File: config.mk
export PLATFORM = sky130hd
export DESIGN_NAME = nfd_outq
export DESIGN_NICKNAME = d
export VERILOG_FILES = /design/src/nfd_pkg.sv /design/src/nfd_outq.sv
export SDC_FILE = /design/constraint.sdc
export NUM_CORES = 1
export LEC_CHECK = 0
export ABC_CLOCK_PERIOD_IN_PS = 9730
export BUFFER_PORTS_ARGS = -buffer_cell sky130_fd_sc_hd__buf_4
export CAP_MARGIN = 40
export CORE_UTILIZATION = 50
export DETAILED_ROUTE_END_ITERATION = 7
export PLACE_DENSITY = 0.71
export RECOVER_POWER = 25
export SLEW_MARGIN = 20
export SYNTH_ARGS = -nofsm -noshare
export SYNTH_HDL_FRONTEND = slang
export SYNTH_SLANG_ARGS = --single-unit
export TNS_END_PERCENT = 10
File: constraint.sdc
create_clock -name i_clk -period 9.73 [get_ports i_clk]
set_input_delay 0.4865 -clock i_clk [delete_from_list [all_inputs] [get_ports i_clk]]
set_output_delay 0.4865 -clock i_clk [all_outputs]
set_load 0.02 [all_outputs]
File: src/nfd_pkg.sv
package nfd_pkg;

    typedef struct packed {
        logic [7:0] data;
        logic       last;
    } t_in;

    typedef struct packed {
        logic [1:0]  kind;
        logic [15:0] code;
        logic [15:0] set_num;
        logic [15:0] rec_num;
        logic [4:0]  chunk;
        logic [63:0] value;
        logic [3:0]  nbytes;
        logic        done;
        logic [2:0]  status;
    } t_item;

    localparam logic [1:0] KIND_HDR    = 2'd0;
    localparam logic [1:0] KIND_TPL    = 2'd1;
    localparam logic [1:0] KIND_FLOW   = 2'd2;
    localparam logic [1:0] KIND_STATUS = 2'd3;

    localparam logic [2:0] ST_OK       = 3'd0;
    localparam logic [2:0] ST_TRUNC    = 3'd1;
    localparam logic [2:0] ST_BAD_VER  = 3'd2;
    localparam logic [2:0] ST_BAD_TPL  = 3'd3;
    localparam logic [2:0] ST_FULL     = 3'd4;

    localparam logic [63:0] VER_V5     = 64'd5;
    localparam logic [63:0] VER_V9     = 64'd9;
    localparam logic [4:0]  V5_FIELDS  = 5'd20;
    localparam logic [15:0] TPL_ID_MAX = 16'd255;

    function automatic logic [3:0] v5_hdr_len(input logic [4:0] pos);
        logic [3:0] r;
        unique case (pos)
            5'd0, 5'd1, 5'd8:  r = 4'd2;
            5'd6, 5'd7:        r = 4'd1;
            default:           r = 4'd4;
        endcase
        return r;
    endfunction

    function automatic logic [3:0] v9_hdr_len(input logic [4:0] pos);
        logic [3:0] r;
        unique case (pos)
            5'd0, 5'd1: r = 4'd2;
            default:    r = 4'd4;
        endcase
        return r;
    endfunction

    function automatic logic [15:0] v5_code(input logic [4:0] fp);
        logic [15:0] r;
        unique case (fp)
            5'd0:  r = 16'd8;
            5'd1:  r = 16'd12;
            5'd2:  r = 16'd15;
            5'd3:  r = 16'd10;
            5'd4:  r = 16'd14;
            5'd5:  r = 16'd2;
            5'd6:  r = 16'd1;
            5'd7:  r = 16'd22;
            5'd8:  r = 16'd21;
            5'd9:  r = 16'd7;
            5'd10: r = 16'd11;
            5'd12: r = 16'd6;
            5'd13: r = 16'd4;
            5'd14: r = 16'd5;
            5'd15: r = 16'd16;
            5'd16: r = 16'd17;
            5'd17: r = 16'd9;
            5'd18: r = 16'd13;
            default: r = 16'd0;
        endcase
        return r;
    endfunction

    function automatic logic [3:0] v5_len(input logic [4:0] fp);
        logic [3:0] r;
        unique case (fp)
            5'd0, 5'd1, 5'd2, 5'd5, 5'd6, 5'd7, 5'd8: r = 4'd4;
            5'd11, 5'd12, 5'd13, 5'd14, 5'd17, 5'd18: r = 4'd1;
            default:                                  r = 4'd2;
        endcase
        return r;
    endfunction

endpackage

File: src/nfd_outq.sv
module nfd_outq (
    input  logic            i_clk,
    input  logic            i_rst_n,
    input  logic            i_push_a,
    input  nfd_pkg::t_item  i_item_a,
    input  logic            i_push_b,
    input  nfd_pkg::t_item  i_item_b,
    output logic            o_room,
    output logic            o_valid,
    input  logic            i_stall,
    output nfd_pkg::t_item  o_item
);
    import nfd_pkg::*;

    t_item      r_q [4];
    logic [1:0] r_wp;
    logic [1:0] r_rp;
    logic [2:0] r_cnt;
    logic       w_pop;

    // two free entries: one decoded word plus a possible status word
    assign o_room  = (r_cnt <= 3'd2);
    assign o_valid = (r_cnt != 3'd0);
    assign o_item  = r_q[r_rp];
    assign w_pop   = o_valid && !i_stall;

    always_ff @(posedge i_clk) begin
        if (!i_rst_n) begin
            r_wp  <= 2'd0;
            r_rp  <= 2'd0;
            r_cnt <= 3'd0;
        end else begin
            if (i_push_a) begin
                r_q[r_wp] <= i_item_a;
            end
            if (i_push_b) begin
                r_q[r_wp + 2'(i_push_a)] <= i_item_b;
            end
            r_wp  <= r_wp + 2'(i_push_a) + 2'(i_push_b);
            if (w_pop) begin
                r_rp <= r_rp + 2'd1;
            end
            r_cnt <= r_cnt + 3'(i_push_a) + 3'(i_push_b) - 3'(w_pop);
        end
    end

endmodule

# After elaboration in Yosys (flattened, before gate mapping)
# Memories as Yosys holds them, arrays and structs flattened. A register that Yosys moved wholly into a read port is not among the register bits.
# Index checks and enable logic that the tools add are counted.
# totals
regBits	7
latchBits	0
ramBits	508
rom_bits	0
inputBits	259
out_inout_bits	129
word_cells	22
mem_count	1
# op_classes
add_sub_neg	6
multipliers	0
div	0
order_cmp	1
n_eq_ne	0
shifts	0
n_mux	8
bitwise	0
n_reduce_logical	3
# memory_table
name	depth	word_bits	rd	rd_ports_with_merged_regs	wr	line	source
r_q	4	127	1	1	2	nfd_outq.sv:15	t_item r_q [4];
# op_table
cell	n
3-bit by 1-bit adder with 3-bit output	2
1-bit 2-to-1 mux	6
2-bit by 1-bit adder with 2-bit output	2
2-bit 2-to-1 mux	2
3-bit by 2-bit less-or-equal comparator with 1-bit output (second input constant)	1
3-bit nonzero test	1
3-bit by 1-bit subtractor with 3-bit output	1
2-bit by 1-bit adder with 2-bit output (second input constant)	1
1-bit logical AND	1
1-bit logical NOT	1

# Depth between registers and ports, before layout
# Gate-level depths: netlist of run 1.
# depth
ltp_word	4
depth_mapped	8
depth_no_buf	8

# Worst setup path before layout of run 1
# OpenSTA, ideal clock, no wires.
# synth_timing
path_type	input port to flip-flop
from	input i_rst_n
to	memory r_q[3][0] (netlist bit) (enable)
setup_ps	658
t_arrival_ps	7027
required_time_ps	9072
path_slack_ps	2045
path_stages	3
n_path_buf	1
path_cell_list	clkbuf_1 > nand3_1 > o22ai_1
# synth_lines
item	line	source
from (decl)	nfd_outq.sv:3	input logic i_rst_n,
to (decl)	nfd_outq.sv:15	

==> insert_results.sql, run 1 <==
INSERT INTO impl_metrics (metric_group, metric, value, unit) VALUES
('yosys', 'leading_area_contributor_after_synthesis', 'edfxtp_1', ''),
('worst_setup_path', 'setup.reg_to_reg.worst_slack', '4080', 'ps'),
('worst_setup_path', 'critical_path.n_buffers_inverters', '3', ''),
('floorplanning', 'dieArea', '0.0506', 'mm²'),
('worst_setup_path', 'worst_setup_path_start_kind', 'flip-flop', ''),
('yosys', 'synthesis.yosys.warnings', '0', ''),
('worst_setup_path', 'critPathMaxFanout', '48', ''),
('power', 'power.ir.vdd_worst', '0.176', 'mV'),
('timing', 'grt_setup_unrepaired', 'false', ''),
('yosys', 'synth_largest_type_area_fraction', '0.614', ''),
('floorplanning', 'start_util', '0.508', ''),
('outcome', 'outcome', 'complete, but fails checks', ''),
('hold_path', 'worst_case_hold_path_end_point', 'r_q[2][32]', ''),
('floorplanning', 'design.core.area', '0.0490', 'mm²'),
('yosys', 'yosys-top-cells-count', '508 x edfxtp_1, 326 x mux2_2, 182 x mux2_1', ''),
('routing', 'dr_total_vias', '13598', ''),
('final_layout', 'fin_nets', '1939', ''),
('worst_setup_path', 'critical_path.reg2reg.startpoint', 'r_wp[0]', ''),
('clock_tree', 'postCtsHoldBufs', '0', ''),
('worst_setup_path', 'worst_ep_required_time', '10020', 'ps'),
('yosys', 'netlist_area', '0.0249', 'mm²'),
('timing', 'worst-slew-pin-transition', '2120', 'ps'),
('routing', 'finalWirelength', '59.3', 'mm'),
('routing', 'drc', '0', ''),
('yosys', 'synth_seq_cells', '517', ''),
('yosys', 'ys_top_cells_by_area', 'edfxtp_1 61%, mux2_2 15%, mux4_2 12%', ''),
('hold_path', 'worst_min_delay_path_category', 'in -> reg', ''),
('timing', 'min_period', '5650', 'ps'),
('place', 'port-buffer-count', '387', ''),
('worst_setup_path', 'slowest_delay', '1590', 'ps'),
('global_routing', 'grt_antenna_before_repair', '11', ''),
('run', 'max-cap-violations', '6', ''),
('yosys', 'ys_async_sr_fraction', '0', ''),
('clock_tree', 'number_of_cells_upsized_or_downsized_after_cts', '0', ''),
('hold_path', 'whs_path_depth', '2', ''),
('clock_tree', 'root_buffer_cell', 'clkbuf_16', ''),
('routing', 'drt_first_iter_violations', '725', ''),
('clock_tree', 'htreeDepth', '2', ''),
('timing', 'final_max_slew_viol_count', '117', ''),
('final_layout', 'flow.area_growth_from_synthesis', '21.6', '%'),
('yosys', 'synth.lib_cells_used.distinct', '33', ''),
('worst_setup_path', 'cp-end-kind', 'flip-flop', ''),
('worst_setup_path', 'timing.critical_path.arrival', '5940', 'ps'),
('global_routing', 'grtUsageTotal', '0.234', ''),
('yosys', 'yosys.cell_count.top_type', 'edfxtp_1', ''),
('worst_setup_path', 'r2r.worst_path.cells', '7', ''),
('routing', 'detail-route-antenna-nets', '0', ''),
('floorplanning', 'number_of_top_level_design_ports', '388', ''),
('outcome', 'violations_in_the_final_reports', 'max-capacitance violations, max-slew violations', ''),
('routing', 'post_drt_via_cell_ratio', '5.69', ''),
('worst_setup_path', 'path_delay_family', 'simple AND/OR/NAND/NOR gates', ''),
('worst_setup_path', 'regToRegEndpoint', 'r_q[1][57]', ''),
('floorplanning', 'fp.dieH', '225', 'µm'),
('worst_setup_path', 'cpMaxStageDelayCell', 'nor2_1', ''),
('timing', 'max-slew-margin-rel', '-0.421', ''),
('place', 'routabilityCongestion', '0.787', ''),
('timing', 'final.setup_skew', '18.7', 'ps'),
('yosys', 'synthesis.nets', '1547', ''),
('clock_tree', 'cts.repair_timing.setup_buffer_count', '0', ''),
('worst_setup_path', 'cpMostUsedCell', 'buf_4', ''),
('routing', 'routed_wire_per_std_cell', '24.8', 'µm'),
('yosys', 'dominantRegCellSynth', 'edfxtp_1', ''),
('yosys', 'synth.avg_cell_area', '19.4', 'µm²'),
('power', 'power', '0.00645', 'W'),
('power', 'power.density_cell_area', '213', 'mW/mm²'),
('timing', 'report.final.setup_viol', '0', ''),
('final_layout', 'post_route_cells_drive_above_1_share', '0.536', ''),
('clock_tree', 'clk_lat_worst_skew', '610', 'ps'),
('global_routing', 'first_global_vias', '14446', ''),
('routing', 'drt-pass1-iter-count', '4', ''),
('timing', 'hold_viol', '0', '');
[area by class of cell]
class,instances,area [µm²]
clock inverter,27,221
timing repair buffer,420,3370
clock buffer,71,1440
antenna,9,22.5
tap,664,831
multi-input combinational,673,8880
fill,3644,18700
inverter,8,30.0
sequential,517,15400
[how the worst max path moves through the flow]
stage	start	to	slack (ps)	cells after the start
finish	r_wp[0]	r_q[1][57]	4080	7
global route	r_wp[0]	r_q[1][34]	3750	7
CTS	r_wp[0]	r_q[1][34]	5610	7
detailed placement	i_push_a	r_q[1][60]	5350	8
global placement	i_push_a	r_q[2][17]	5010	7
floorplan	i_rst_n	r_q[3][0]	2050	3
[metal layers]
metal	wire [µm]	track usage	vias to the layer above
met5	46	0	-
met4	1860	0.0955	6
met3	4270	0.0613	108
met2	29400	0.381	406
met1	23700	0.299	6967
li1	-	-	6111
[per-stage QoR]
step           hold WS (ps)  area (µm²)  setup WS, ps  cells   util
2_1_floorplan           445       24900          2050   1282      -
3_3_place_gp            450       28300          5010   2267  0.579
3_5_place_dp            462       28700          5350   2282  0.587
4_1_cts                 161       30400          5610   2380  0.621
5_1_grt                 177       30200          3750   2386  0.617
6_report                191       30200          4080   2389  0.617
[worst reg2reg max path: stages, from the launching register on]
cell	delay (ps)
dfxtp_1	340
ha_1	350
nand3_1	130
nor2_1	1590
a41o_1	1380
buf_4	840
buf_4	400
buf_16	290
[where the power goes]
part | internal (W) | total (W) | switching (W)
logic | 0.000793 | 0.00169 | 0.000892
registers | 0.00272 | 0.00279 | 0.0000694
clock network | 0.00114 | 0.00197 | 0.000838
[cell usage in the layout, fill, tap and decap left out, drive strengths merged, types with 3 or more instances in the layout]
cell type and count:
and2 5, edfxtp 508, mux4 127, clkbuf 93
xnor2 3, ha 4, diode 9, inv 9
mux2 508, buf 398, nor2 4, clkinv 22
bufinv 4, nor3 3, dfxtp 9
[flip-flops by register name, summed over array words and instances, names as in the netlist, named ones only]
name and flops:
r_q 508, r_cnt 3, r_rp 2, r_wp 2
[cells by family (layout without fill, tap and decap cells)]
| logic type | after synthesis | count (layout) | synth area share |
|---|---|---|---|
| other | 0 | 9 | 0 |
| buffers and inverters | 92 | 526 | 0.0209 |
| flip-flops | 517 | 517 | 0.621 |
| XOR/XNOR | 4 | 4 | 0.00171 |
| adder cells (fa/ha/maj) | 6 | 6 | 0.00363 |
| AND/OR/NAND/NOR | 19 | 19 | 0.00448 |
| AO/OA/AOI/OAI | 8 | 8 | 0.00247 |
| multiplexers | 636 | 636 | 0.346 |
(Power assumes the default switching activity.)
==> run 2, diff against run 1 <==
ABC_CLOCK_PERIOD_IN_PS = 5400   (was 9730)
clock period = 5.4 ns   (was 9.73 ns; I/O delays follow)
==> run 2 against run 1 <==
Against the previous run: the flow still finishes with violations (max-capacitance violations, max-slew violations); sequential power up 81%; design area rose by 12%; sequential share of layout area down 5.5 points; worst hold slack lost 140 ps; core utilization increased by 7.5 points; critical endpoint is now r_q[0][88]; largest power group unchanged.
==> insert_results.sql, run 2 (same netlist as run 1, synthesis figures left out) <==
INSERT INTO impl_metrics (metric_group, metric, value, unit) VALUES
('floorplanning', 'horiz_die_dim', '225', 'µm'),
('final_layout', 'post_route_cells_drive_above_1_share', '0.444', ''),
('worst_setup_path', 'worst_ep_required_time', '5570', 'ps'),
('worst_setup_path', 'cpMaxStageDelayCell', 'clkbuf_2', ''),
('timing', 'grt_setup_unrepaired', 'false', ''),
('place', 'routabilityCongestion', '0.777', ''),
('global_routing', 'grt_antenna_before_repair', '7', ''),
('worst_setup_path', 'path_delay_family', 'buffers and inverters', ''),
('clock_tree', 'cts_tree', 'built', ''),
('worst_setup_path', 'r2r.worst_path.cells', '5', ''),
('timing', 'hold_viol', '0', ''),
('outcome', 'violations_in_the_final_reports', 'max-capacitance violations, max-slew violations', ''),
('clock_tree', 'cts_made_buffers', '54', ''),
('worst_setup_path', 'setup.reg_to_reg.worst_slack', '1320', 'ps'),
('power', 'power.leakage', '11.8', 'nW'),
('routing', 'routed_wire_per_std_cell', '23.2', 'µm'),
('worst_setup_path', 'worst_setup_path_start_kind', 'flip-flop', ''),
('power', 'power.density_cell_area', '353', 'mW/mm²'),
('timing', 'report.final.setup_viol', '0', ''),
('routing', 'post_drt_via_cell_ratio', '5.51', ''),
('global_routing', 'grt_pass1_wl', '97.9', 'mm'),
('worst_setup_path', 'regToRegEndpoint', 'r_q[0][88]', ''),
('worst_setup_path', 'critical_path.reg2reg.startpoint', 'r_wp[0]', ''),
('worst_setup_path', 'critical_path.n_buffers_inverters', '1', ''),
('floorplanning', 'rows', '81', ''),
('hold_path', 'worst_min_delay_path_category', 'in -> reg', ''),
('worst_setup_path', 'setup.worst_path.start', 'r_wp[0]', ''),
('hold_path', 'hp-start', 'i_push_b', ''),
('routing', 'drt_first_iter_violations', '825', ''),
('worst_setup_path', 'timing.critical_path.arrival', '4250', 'ps'),
('routing', 'detail-route-antenna-nets', '0', ''),
('worst_setup_path', 'cp-end-kind', 'flip-flop', ''),
('global_routing', 'grtUsageTotal', '0.255', ''),
('final_layout', 'max_flop_register', 'r_q', ''),
('place', 'numPlacedInstances', '2268', ''),
('clock_tree', 'path_clk_slew', '60', 'ps'),
('timing', 'holdWs', '50.5', 'ps'),
('routing', 'finalWirelength', '64.0', 'mm'),
('clock_tree', 'clock_tree.buffer_depth', '3', ''),
('timing', 'min_period', '4080', 'ps'),
('run', 'max-cap-violations', '4', ''),
('worst_setup_path', 'critPathMaxFanout', '65', ''),
('timing', 'achievable-frequency', '245', 'MHz'),
('timing', 'post-route-worst-setup-slack', '1320', 'ps'),
('global_routing', 'first_global_vias', '17060', ''),
('floorplanning', 'number_of_top_level_design_ports', '388', ''),
('timing', 'final_max_slew_viol_count', '181', ''),
('floorplanning', 'fp.dieH', '225', 'µm'),
('final_layout', 'top_library_cells_by_usage_in_the_layout_fill_and_taps_aside', '508 x edfxtp_1, 391 x buf_4, 384 x dlygate4sd3_1', ''),
('global_routing', 'grt_max_degree', '128', ''),
('global_routing', 'grt-ovfl-total', '0', ''),
('clock_tree', 'clk_lat_worst_skew', '600', 'ps'),
('final_layout', 'largest_reg_flops', '508', ''),
('routing', 'drt-pass1-iter-count', '5', ''),
('clock_tree', 'htreeDepth', '2', ''),
('floorplanning', 'dieArea', '0.0506', 'mm²'),
('place', 'place_hpwl', '34.2', 'mm'),
('worst_setup_path', 'slowest_delay', '1600', 'ps'),
('clock_tree', 'root_buffer_cell', 'clkbuf_16', ''),
('place', 'pre_cts_ws', '2520', 'ps'),
('power', 'power', '0.0119', 'W'),
('timing', 'final.setup_skew', '11.3', 'ps'),
('floorplanning', 'design.core.area', '0.0490', 'mm²'),
('hold_path', 'whs_path_depth', '3', ''),
('final_layout', 'flow.area_growth_from_synthesis', '36.3', '%'),
('outcome', 'outcome', 'complete, but fails checks', ''),
('clock_tree', 'cts.repair_timing.setup_buffer_count', '0', ''),
('final_layout', 'fillerInstances', '3231', ''),
('worst_setup_path', 'timing.setup.critical_path_class', 'reg -> reg', ''),
('final_layout', 'stdcell_count', '2760', ''),
('floorplanning', 'start_util', '0.508', ''),
('final_layout', 'top_regs', 'r_q: 508 flops, r_cnt: 3 flops', ''),
('routing', 'drc', '0', ''),
('routing', 'dr_total_vias', '15216', ''),
('power', 'power.ir.vdd_worst', '0.299', 'mV'),
('worst_setup_path', 'crit_chain', 'ha_1, xor2_1, nor3_1, a41o_1, clkbuf_2', ''),
('clock_tree', 'cts.sink_count', '517', ''),
('timing', 'fin_crit_sh', '0.755', ''),
('timing', 'worst-slew-pin-transition', '2200', 'ps'),
('timing', 'fin_tns_setup', '0', 'ps'),
('timing', 'max-slew-margin-rel', '-0.470', ''),
('hold_path', 'worst_case_hold_path_end_point', 'r_wp[0]', ''),
('final_layout', 'layout.cells.most_common', 'edfxtp_1', ''),
('final_layout', 'fin_nets', '2309', ''),
('place', 'port-buffer-count', '387', '');
-- run 2: cell types whose count changed in the layout (fill, tap and decap cells not counted), moves of 2 or more --
| cell | change |
|---|---|
| buf_16 | -12 |
| dlygate4sd3_1 | +384 |
| buf_4 | +9 |
| clkbuf_2 | +2 |
| and2_1 | +2 |
| buf_12 | +6 |
| and2_0 | -2 |
| clkbuf_1 | -18 |
| clkbuf_8 | +2 |
-- run 2: stage by stage --
step / cell area [µm²] / util
final: 33900 / 0.692
after global routing: 33900 / 0.692
after CTS: 34000 / 0.694
after detailed placement: 28500 / 0.582
after global placement: 28400 / 0.581
after floorplan: 24900 / -
-- run 2: where the power goes --
part	internal (W)	switching [W]
combinational	0.00165	0.00168
sequential	0.00492	0.000133
clock	0.00203	0.00154
total	0.00860	0.00335
-- run 2: cell type report --
type	instances	area, µm²	area share
antenna	8	20.0	0.000591
clock buffer	74	1470	0.0433
clock inverter	26	191	0.00565
inverter	8	30.0	0.000886
multi-input combinational	673	8890	0.262
sequential	517	15400	0.456
tap	664	831	0.0245
timing repair buffer	790	7010	0.207
-- run 2: timing repair --
item / in CTS / in global routing
hold buffers: 384 / 0
hold endpoints to repair: 515 / 0
gates resized for setup: 0 / 0
-- run 2: worst max-delay path by stage --
stage,end,slack (ps),depth (start not counted)
final,r_q[0][88],1320,5
after CTS,r_q[1][68],2160,6
after detailed placement,r_q[1][31],2520,6
after global placement,r_q[1][4],2550,6
after floorplan,r_q[2][0],-1730,3
after global routing,r_q[0][42],1160,5
-- run 2: per-layer routing --
metal  vias up  part of all wire  global-route usage
li1       6823                 -                   -
met1      7837              0.40               0.324
met2       443              0.51               0.436
met3       111             0.060              0.0561
met4         2             0.027              0.0816
met5         -           0.00016                   0
-- run 2: worst register-to-register path, delay by kind of cell (launching register included) --
kind / cells / cell delay (ps)
fa+ha+maj: 1 / 230
xor+xnor: 1 / 190
compound gates: 1 / 680
buf+inv: 1 / 1610
flops: 1 / 340
simple gates: 1 / 450
