$ cat src/nfd_pkg.sv
package nfd_pkg;

    typedef struct packed {
        logic [7:0] data;
        logic       last;
    } t_in;

    typedef struct packed {
        logic [1:0]  kind;
        logic [15:0] code;
        logic [15:0] set_num;
        logic [15:0] rec_num;
        logic [4:0]  chunk;
        logic [63:0] value;
        logic [3:0]  nbytes;
        logic        done;
        logic [2:0]  status;
    } t_item;

    localparam logic [1:0] KIND_HDR    = 2'd0;
    localparam logic [1:0] KIND_TPL    = 2'd1;
    localparam logic [1:0] KIND_FLOW   = 2'd2;
    localparam logic [1:0] KIND_STATUS = 2'd3;

    localparam logic [2:0] ST_OK       = 3'd0;
    localparam logic [2:0] ST_TRUNC    = 3'd1;
    localparam logic [2:0] ST_BAD_VER  = 3'd2;
    localparam logic [2:0] ST_BAD_TPL  = 3'd3;
    localparam logic [2:0] ST_FULL     = 3'd4;

    localparam logic [63:0] VER_V5     = 64'd5;
    localparam logic [63:0] VER_V9     = 64'd9;
    localparam logic [4:0]  V5_FIELDS  = 5'd20;
    localparam logic [15:0] TPL_ID_MAX = 16'd255;

    function automatic logic [3:0] v5_hdr_len(input logic [4:0] pos);
        logic [3:0] r;
        unique case (pos)
            5'd0, 5'd1, 5'd8:  r = 4'd2;
            5'd6, 5'd7:        r = 4'd1;
            default:           r = 4'd4;
        endcase
        return r;
    endfunction

    function automatic logic [3:0] v9_hdr_len(input logic [4:0] pos);
        logic [3:0] r;
        unique case (pos)
            5'd0, 5'd1: r = 4'd2;
            default:    r = 4'd4;
        endcase
        return r;
    endfunction

    function automatic logic [15:0] v5_code(input logic [4:0] fp);
        logic [15:0] r;
        unique case (fp)
            5'd0:  r = 16'd8;
            5'd1:  r = 16'd12;
            5'd2:  r = 16'd15;
            5'd3:  r = 16'd10;
            5'd4:  r = 16'd14;
            5'd5:  r = 16'd2;
            5'd6:  r = 16'd1;
            5'd7:  r = 16'd22;
            5'd8:  r = 16'd21;
            5'd9:  r = 16'd7;
            5'd10: r = 16'd11;
            5'd12: r = 16'd6;
            5'd13: r = 16'd4;
            5'd14: r = 16'd5;
            5'd15: r = 16'd16;
            5'd16: r = 16'd17;
            5'd17: r = 16'd9;
            5'd18: r = 16'd13;
            default: r = 16'd0;
        endcase
        return r;
    endfunction

    function automatic logic [3:0] v5_len(input logic [4:0] fp);
        logic [3:0] r;
        unique case (fp)
            5'd0, 5'd1, 5'd2, 5'd5, 5'd6, 5'd7, 5'd8: r = 4'd4;
            5'd11, 5'd12, 5'd13, 5'd14, 5'd17, 5'd18: r = 4'd1;
            default:                                  r = 4'd2;
        endcase
        return r;
    endfunction

endpackage

$ cat src/nfd_front.sv
module nfd_front (
    input  logic          i_clk,
    input  logic          i_rst_n,
    input  logic          i_valid,
    output logic          o_stall,
    input  nfd_pkg::t_in  i_word,
    output logic          o_valid,
    input  logic          i_take,
    output nfd_pkg::t_in  o_word
);
    import nfd_pkg::*;

    t_in        r_q [2];
    logic       r_wp;
    logic       r_rp;
    logic [1:0] r_cnt;
    logic       w_push;
    logic       w_pop;

    assign o_stall = (r_cnt == 2'd2);
    assign o_valid = (r_cnt != 2'd0);
    assign o_word  = r_q[r_rp];
    assign w_push  = i_valid && !o_stall;
    assign w_pop   = o_valid && i_take;

    always_ff @(posedge i_clk) begin
        if (!i_rst_n) begin
            r_wp  <= 1'b0;
            r_rp  <= 1'b0;
            r_cnt <= 2'd0;
        end else begin
            if (w_push) begin
                r_q[r_wp] <= i_word;
                r_wp      <= ~r_wp;
            end
            if (w_pop) begin
                r_rp <= ~r_rp;
            end
            r_cnt <= r_cnt + 2'(w_push) - 2'(w_pop);
        end
    end

endmodule

$ cat config.mk
export PLATFORM = sky130hd
export DESIGN_NAME = nfd_front
export DESIGN_NICKNAME = d
export VERILOG_FILES = /design/src/nfd_pkg.sv /design/src/nfd_front.sv
export SDC_FILE = /design/constraint.sdc
export NUM_CORES = 1
export LEC_CHECK = 0
export BUFFER_PORTS_ARGS = -buffer_cell sky130_fd_sc_hd__clkbuf_2
export CORE_ASPECT_RATIO = 1.2
export CORE_MARGIN = 2
export CORE_UTILIZATION = 49
export DETAILED_ROUTE_END_ITERATION = 16
export HOLD_SLACK_MARGIN = 0.02
export PLACE_DENSITY = 0.78
export SETUP_SLACK_MARGIN = 0.4
export SYNTH_ARGS = -nofsm -noshare
export SYNTH_HDL_FRONTEND = slang
export SYNTH_SLANG_ARGS = --single-unit
$ cat constraint.sdc
create_clock -name i_clk -period 1.8 [get_ports i_clk]
set_clock_uncertainty 0.05 [all_clocks]
set_input_delay 0.09 -clock i_clk [delete_from_list [all_inputs] [get_ports i_clk]]
set_output_delay 0.09 -clock i_clk [all_outputs]
set_load 0.05 [all_outputs]
# After elaboration in Yosys (flattened, before gate mapping)

Memory sizes are Yosys's and may differ from the RTL's. A register that Yosys moved wholly into a read port is not among the register bits.
Index checks and enable logic that the tools add are counted.

Bits in registers: 4
Bits in latches: 0
Memory bits (writable): 18
Bits in read-only memories: 0
Output and inout port bits: 11
Word-level logic and storage cells: 18
Memories kept: 1

Memories:

| memory | words | width | read ports | clocked after memory_dff | wr ports | RTL line        | text |
|---|---|---|---|---|---|---|---|
| r_q    | 2     | 9     | 1          | 1                        | 1        | nfd_front.sv:13 | `t_in r_q [2];` |

Add/sub/neg operators: 2
$mul: 0
Divide/modulo/power cells: 0
Order comparisons: 0
Equality and inequality tests: 1
Shift-type cells: 0
Mux-type cells: 5
Bitwise operators: 2
Reductions and logical operators: 4

Operators by type and width:

| cell               | number |
|---|---|
| $mux 1             | 5 |
| $add 2x1->2        | 1 |
| $eq 2x2->1 const B | 1 |
| $logic_and 1x1->1  | 2 |
| $not 1->1          | 2 |
| $reduce_bool 2->1  | 1 |
| $sub 2x1->2        | 1 |
| $logic_not 1->1    | 1 |

# Longest topological paths before layout

Gate-level depths: netlist (run 1).

Depth after elaboration: 6
Mapped depth: 9
Mapped depth without buffers: 9

# Worst setup path before layout (run 1)

No wires, ideal clock.

Kind: reg2reg
From: reg r_cnt[0]
To: reg r_cnt[1]
Arrival: 1487 ps
Data required time: 1635 ps
Slack: 148 ps
Cell stages (with the launch flop): 10
Buffers on the path: 0
Period minus slack after synthesis: 1652 ps
Cell sequence: dfxtp_1 nand2b_1 and2_4 inv_1 ha_1 inv_1 ha_1 xnor2_1 xnor2_1 and2_1

Word-level cells in the longest chain between the ends: 5
Elaborated cells between the ends (all ways): 7
Those cells by class: add/sub: 2; eq/ne: 1; reduce/logical: 4

Ends and longest elaborated chain:

| element                | RTL line        | text |
|---|---|---|
| start, declared        | nfd_front.sv:16 | `logic [1:0] r_cnt;` |
| start signal, assigned | nfd_front.sv:39 | `r_cnt <= r_cnt + 2'(w_push) - 2'(w_pop);` |
| $eq 2x2->1             | nfd_front.sv:20 | `assign o_stall = (r_cnt == 2'd2);` |
| $logic_not 1->1        | nfd_front.sv:23 | `assign w_push = i_valid && !o_stall;` |
| $logic_and 1x1->1      | nfd_front.sv:23 |  |
| $add 2x1->2            | nfd_front.sv:39 |  |
| $sub 2x1->2 (*)        | nfd_front.sv:39 |  |

Every way passes the cells marked *; elsewhere a longest branch is shown, timed or not.
A chain may end at the register's enable or synchronous reset.

# Worst setup path in the final report (run 1)

Ends and elaborated chain as after synthesis.

==> results of run 1 <==
layout by cell type, fill, tap and decap left out:
cell,instances
dfxtp_2,1
and2_4,2
ha_4,2
clkbuf_4,3
and2_1,1
buf_8,7
clkbuf_16,2
inv_2,2
and3_4,1
edfxtp_1,18
dlygate4sd3_1,9
nor2b_1,2
o21a_2,1
nand3_1,1
nand2_1,1
or2_2,1
nor2_1,1
mux2_4,9
nand2b_4,1
inv_1,1
o22ai_1,1
clkbuf_2,13
clkbuf_1,1
buf_6,4
xnor2_2,1
dfxtp_1,2
xnor2_1,2
dfxtp_4,2
buf_4,5
power by group through the flow:
stage               registers, uW  logic [uW]  clock network (uW)
floorplan                     692         529                   0
global placement              720         604                   0
detailed placement            724         618                   0
CTS                           714         933                 224
global route                  727        1030                 259
finish                        717         979                 231
worst min-delay path, delay by kind of cell:
| family | cells | cell delay [ns] |
|---|---|---|
| buffers and inverters | 1 | 0.09 |
| AND/OR/NAND/NOR | 1 | 0.08 |
| AO/OA/AOI/OAI | 1 | 0.08 |
logic make-up after synthesis:
kind of cell,Yosys count,share of synthesized area
multiplexers,9,0.114
buffers and inverters,4,0.0183
AO/OA/AOI/OAI,2,0.0169
AND/OR/NAND/NOR,11,0.0731
flip-flops,23,0.720
adder cells (fa/ha/maj),2,0.0281
XOR/XNOR,3,0.0295
repair_timing:
| action | 4_1_cts | 5_1_grt |
|---|---|---|
| hold endpoints to repair | 18 | 0 |
| hold buffers | 9 | 0 |
| resized for setup | 45 | 10 |
| buffers inserted | 6 | 1 |
| pin swaps | 3 | 2 |
| setup endpoints to repair | 20 | 21 |
worst min-delay path by stage:
stage | startpoint | endpoint | slack, ns | depth (start not counted)
after floorplan | i_word[0] | r_q[0][0] | 0.14 | 0
after global placement | i_word[1] | r_q[0][1] | 0.23 | 1
after detailed placement | i_word[4] | r_q[1][4] | 0.23 | 1
after CTS | i_valid | r_wp | 0.05 | 3
after global routing | i_valid | r_wp | 0.04 | 3
final | i_valid | r_wp | 0.03 | 3
state kept, by name, summed over array words and instances (netlist names), named ones only:
name / cells
r_wp: 1
r_q: 18
r_rp: 1
r_cnt: 2
metal layers:
| metal | up-vias | track usage | wire [um] |
|---|---|---|---|
| met2 | 16 | 0.313 | 892 |
| met5 | - | 0 | 0 |
| met3 | 2 | 0.0216 | 79 |
| li1 | 279 | - | - |
| met4 | 0 | 0.0938 | 29 |
| met1 | 270 | 0.251 | 759 |
per-stage QoR:
step,hold slack [ns],instance area (um2),std cells,total power (uW),worst slack (ns)
6_report,0.0271,1420,115,1930,0.101
5_1_grt,0.0391,1420,115,2010,0.0420
4_1_cts,0.0456,1400,114,1870,0.163
3_5_place_dp,0.234,1050,95,1340,0.134
3_3_place_gp,0.230,1050,95,1320,0.173
2_1_floorplan,0.139,908,54,1220,0.206
synth_stat cells (all sizes together):
cell	count	share of area
or2	1	0.0070
o21a	1	0.0098
and3	1	0.0070
nand2	1	0.0042
mux2	9	0.11
dfxtp	5	0.11
nand3	1	0.0056
edfxtp	18	0.61
o22ai	1	0.0070
buf	1	0.0056
nor2b	2	0.014
ha	2	0.028
nor2	1	0.0042
and2	3	0.024
nand2b	1	0.0070
inv	3	0.013
xnor2	3	0.030
layout make-up:
cell class	instances	share of cell area
Tap cell	18	0.0159
Inverter	3	0.00795
Clock buffer	4	0.0186
Multi-Input combinational cell	27	0.222
Timing Repair Buffer	40	0.277
Sequential cell	23	0.458
==> implementation parameters, run 1 <==
Parameter                              Value

Run status
  Result of the run ... finished clean

STA
  Share of the clock period used by the worst path after layout ... 0.944
  Maximum clock frequency ... 0.589 GHz
  Setup TNS ... 0 ns
  Setup repair after global routing missed its margin ... yes
  Final critical path time including I/O delays and setup ... 1.70 ns
  Slew Limit Fails ... 0
  Final hold violation count ... 0
  Worst-margin pin slew ... 0.276 ns
  Relative slew slack ... 0.817
  Number of setup violations in the final report ... 0

Setup path
  Data required time at the worst endpoint ... 1.95 ns
  Critical path class ... reg -> reg
  Kind of capture point of the worst setup path ... flip-flop
  Slowest library cell on the worst path ... dfxtp_4
  Series of cell instances along the critical path ... nand2b_4 -> and2_4 -> inv_2 -> ha_4 -> inv_2 -> ha_4 -> xnor2_2 -> xnor2_1 -> and2_1
  Max Fanout on Critical Path ... 4
  Number of buffer and inverter stages on the critical path ... 2
  R2R Path End ... r_cnt[1]
  Critical Path AT ... 1.85 ns
  Timing startpoint of the critical path ... r_cnt[0]
  Cell family with most CP delay ... simple AND/OR/NAND/NOR gates
  Logic depth of the worst setup path including buffers ... 9
  Maximum single-stage delay on the critical path ... 0.39 ns
  R2r setup slk ... 0.10 ns
  Reg-to-Reg Start ... r_cnt[0]
  Kind of start point of the critical path ... flip-flop
  Capturing instance or port of the critical path ... r_cnt[1]
  Depth of the most critical reg-to-reg path ... 9

Clock network
  TritonCTS clock tree ... built
  Clock latency on the worst-skew pair ... 0.30 ns
  Number of H-tree branching levels ... 1
  TritonCTS Buffers ... 3
  Clock Sinks ... 23
  Maximum root-to-sink buffer count ... 2
  CTS root buf ... clkbuf_4
  Clock transition at the registers of the reported paths ... 0.12 ns

Layout
  Area occupied by multi-input gates ... 314 um2
  Share of cells above drive strength 1 ... 0.588
  Area growth from synthesis to layout ... 59.2%
  Final Util ... 0.852
  Antenna cell count ... 0
  Count of filler cells inserted in the layout ... 86
  Final-stage net count ... 113
  Area taken by flip-flops and latches ... 649 um2

Drt
  Starting DRT DRC Count ... 13
  Final wirelength ... 1760 um
  Drt pass-1 iters ... 4
  Number of vias in the routed layout ... 567
  Vias per cell ... 4.93
  Wire per inst ... 15.3 um
  Post-route ant nets ... 0
  Drt drc ... 0

Global route
  Initial antenna violation count ... 0
  First-pass GRT wire length ... 2970 um
  All-layer global routing usage ... 0.191
  Maximum number of pins on one net before global-route repair ... 13
  Vias in the first global route ... 618
  Overflow left after global routing ... 0

Place
  # port buffers ... 23
  Placer's final routability congestion estimate ... 0.622

Power
  Total net switching power ... 686 uW
  Static Leakage ... 0.000584 uW
  Areal power density over the cells ... 1360 nW/um2
  Gate power share ... 0.508
  Portion of total power attributed to the clock network ... 0.120
  Sw frac ... 0.356
  IR drop worst, VDD ... 1.07 mV
  Internal Pwr Total ... 1240 uW
  Power share of the sequential group ... 0.372

Floorplan
  Initial Util ... 0.535
  Vertical die dimension ... 50.7 um
  CORE AREA ... 1660 um2
  Number of placement rows ... 16
  Die Area ... 2170 um2
  I/O Pins ... 24
  Width of the die ... 42.9 um

Job
  Max-cap check violation count ... 0

Yosys
  Mapped Avg Cell Area ... 16.5 um2
  Post-Syn Nets ... 69
  Mapped cell area ... 890 um2
  Number of cells produced by synthesis ... 54
  Sequential-to-total area share from yosys stat ... 0.720
  Unique cell type count in the Yosys netlist ... 18
  Yosys synthesis warning count ... 0
  #FFs+latches synth ... 23

Min path
  Hold Path Class ... in -> reg
(Power assumes the default switching activity.)
==> run 2: changes to the inputs <==
--- a/config.mk
+++ b/config.mk
@@ -5,13 +5,14 @@
 export SDC_FILE = /design/constraint.sdc
 export NUM_CORES = 1
 export LEC_CHECK = 0
+export ABC_AREA = 1
 export BUFFER_PORTS_ARGS = -buffer_cell sky130_fd_sc_hd__clkbuf_2
 export CORE_ASPECT_RATIO = 1.2
 export CORE_MARGIN = 2
-export CORE_UTILIZATION = 49
+export CORE_UTILIZATION = 50
 export DETAILED_ROUTE_END_ITERATION = 16
 export HOLD_SLACK_MARGIN = 0.02
-export PLACE_DENSITY = 0.78
+export PLACE_DENSITY = 0.79
 export SETUP_SLACK_MARGIN = 0.4
 export SYNTH_ARGS = -nofsm -noshare
 export SYNTH_HDL_FRONTEND = slang
==> run 2 against run 1 <==
Net effect:
- non-clock buffer count fell by 3
- global-route usage fell by 0.70 points
- wire length rose by 0.63%
- area after synthesis rose by 4.6%
- flip-flop and latch count did not move
- combinational power fell by 15%
- count of clock-buffer cells in the layout did not move
- sequential power rose by 4.5%
- final cell count rose by 8.7%
- total power fell by 5.7%
- synthesized cell count rose by 22%
- final area fell by 8.4%
- critical path type unchanged
- critical endpoint unchanged
- highest routed layer unchanged
==> implementation parameters, run 2 <==
Parameter                              Value

Run status
  Result of the run ... finished clean

Floorplan
  Vertical die dimension ... 51.3 um
  CORE AREA ... 1790 um2
  I/O Pins ... 24
  Number of placement rows ... 17
  Die Area ... 2220 um2
  Initial Util ... 0.521
  Width of the die ... 43.4 um

Power
  IR drop worst, VDD ... 1.01 mV
  Static Leakage ... 0.000528 uW
  Areal power density over the cells ... 1400 nW/um2

Layout
  Commonest non-fill, non-tap cells in the layout ... 18 x edfxtp_1, 12 x clkbuf_4, 12 x clkbuf_2
  Registers with the most flip-flops ... r_q (18), r_cnt (2)
  Antenna cell count ... 0
  Most common library cell in the layout ignoring fill and taps ... edfxtp_1
  Layout Cells excl Fill ... 125
  Share of cells above drive strength 1 ... 0.538
  Final Util ... 0.726
  Register bank with the most flops ... r_q
  Area growth from synthesis to layout ... 39.4%
  Max reg flops ... 18
  Final-stage net count ... 122

Yosys
  Number of cells produced by synthesis ... 66
  Post-synthesis share of cell area spent on xor and xnor gates ... 0
  Post-Syn Nets ... 81
  Synth async-reset ratio ... 0
  EDFF count, synth ... 18
  Synthesized-area fraction occupied by ao, oa, aoi and oai cells ... 0.0323
  Synth top area cells ... edfxtp_1 58%, mux2_2 11%, dfxtp_1 11%, inv_1 2.8%, nand2_1 2.8%
  Unique cell type count in the Yosys netlist ... 16
  Most repeated cell in the gate-level netlist after synthesis ... edfxtp_1
  Top-area cell type share of the netlist area ... 0.581
  List of most frequent post-synthesis cells ... 18 x edfxtp_1, 9 x mux2_2, 7 x inv_1, 7 x nand2_1, 7 x nor2_1
  Portion of netlist area occupied by mux cells ... 0.109
  Adder and majority cell fraction of the synthesized area ... 0.0269
  Post-synthesis simple-gate area fraction ... 0.0995
  Cell taking the most area after synthesis ... edfxtp_1
  Yosys synthesis warning count ... 0
  Main flop type after synthesis ... edfxtp_1
  Mapped Avg Cell Area ... 14.1 um2
  #FFs+latches synth ... 23
  Combinational family with the most area after synthesis ... multiplexers
  Mapped cell area ... 931 um2
  Sequential-to-total area share from yosys stat ... 0.688

Place
  # port buffers ... 23
  Placement-stage worst setup slack ... 0.243 ns
  Placed Cells ... 109
  DPL Wire Length ... 1200 um
  Placer's final routability congestion estimate ... 0.626

Clock network
  Clock Sinks ... 23
  Clock latency on the worst-skew pair ... 0.31 ns
  CTS root buf ... clkbuf_4
  Number of H-tree branching levels ... 1
  Maximum root-to-sink buffer count ... 2
  TritonCTS clock tree ... built
  TritonCTS Buffers ... 3
  Clock transition at the registers of the reported paths ... 0.12 ns

Setup path
  Kind of start point of the critical path ... flip-flop
  Kind of capture point of the worst setup path ... flip-flop
  Critical path class ... reg -> reg
  Max Fanout on Critical Path ... 4
  Data required time at the worst endpoint ... 1.97 ns
  Critical Path AT ... 1.62 ns

STA
  Setup ws final ... 0.355 ns
  Maximum clock frequency ... 0.692 GHz
  Setup TNS ... 0 ns
  Relative slew slack ... 0.836
  Slew Limit Fails ... 0
  Final hold violation count ... 0
  Setup repair after global routing missed its margin ... yes
  Number of setup violations in the final report ... 0
  Final worst hold slack ... 0.0379 ns
  Worst-margin pin slew ... 0.248 ns
  Share of the clock period used by the worst path after layout ... 0.803
  Final critical path time including I/O delays and setup ... 1.45 ns

Drt
  Post-route ant nets ... 0
  Drt drc ... 0
  Drt pass-1 iters ... 4
  Starting DRT DRC Count ... 16
  Vias per cell ... 5.02
  Wire per inst ... 14.2 um
  Final wirelength ... 1770 um
  Number of vias in the routed layout ... 628

Global route
  All-layer global routing usage ... 0.185
  Initial antenna violation count ... 0
  Overflow left after global routing ... 0
  Maximum number of pins on one net before global-route repair ... 13
  Vias in the first global route ... 625
  First-pass GRT wire length ... 2840 um

Min path
  Hold Path Class ... in -> reg

Job
  Max-cap check violation count ... 0
run 2: repair_timing:
action                                 CTS  global route
hold buffers                            10             0
pin swaps                                6             0
setup buffers                            2             0
setup endpoints to repair               11            12
endpoints found under the hold margin   21             0
gates resized for setup                 25             4
run 2: routing by layer:
| metal | part of all wire | vias to the layer above | GRT usage | wire [um] |
|---|---|---|---|---|
| met3 | 0.048 | 8 | 0.0247 | 85 |
| met2 | 0.54 | 30 | 0.326 | 960 |
| met5 | 0 | - | 0 | 0 |
| met1 | 0.37 | 285 | 0.190 | 657 |
| li1 | - | 305 | - | - |
| met4 | 0.039 | 0 | 0.146 | 69 |
run 2: final cells by class:
type / instances / area (um2)
multi-input cells: 34 / 293
well taps: 19 / 23.8
inverters: 8 / 32.5
fillers: 133 / 489
clock buffers: 4 / 26.3
flip-flops and latches: 23 / 652
repair buffers: 37 / 270
run 2: cells by family after synthesis:
family          after synthesis
buf+inv                       9
flops                        23
simple gates                 20
fa+ha+maj                     2
mux                           9
compound gates                3
run 2: final timing paths:
check / end / from / slack [ns] / depth (start not counted)
max: r_cnt[1] / r_cnt[1] / 0.35 / 10
min: flip-flop / i_take / 0.04 / 4
max reg2reg: r_cnt[1] / r_cnt[1] / 0.35 / 10
min reg2reg: r_rp / r_rp / 0.47 / 2
run 2: through the flow:
stage	total power [uW]	cell area, um2
global placement	1370	1070
CTS	1800	1290
finish	1820	1300
global route	1900	1300
floorplan	1260	932
detailed placement	1400	1070
run 2: worst max-delay path, stage by stage, from the launching register on:
cell and delay [ns]:
dfxtp_4 0.40, inv_4 0.05, o21ai_4 0.16, ha_4 0.22, inv_2 0.06, ha_4 0.14
inv_2 0.03, nand2_2 0.07, nand3_2 0.07, nand2_1 0.06, nor2_1 0.04
run 2: where the power goes:
part / switching (uW) / internal [uW]
clock: 146 / 86.5
sequential: 79.5 / 670
combinational: 519 / 317
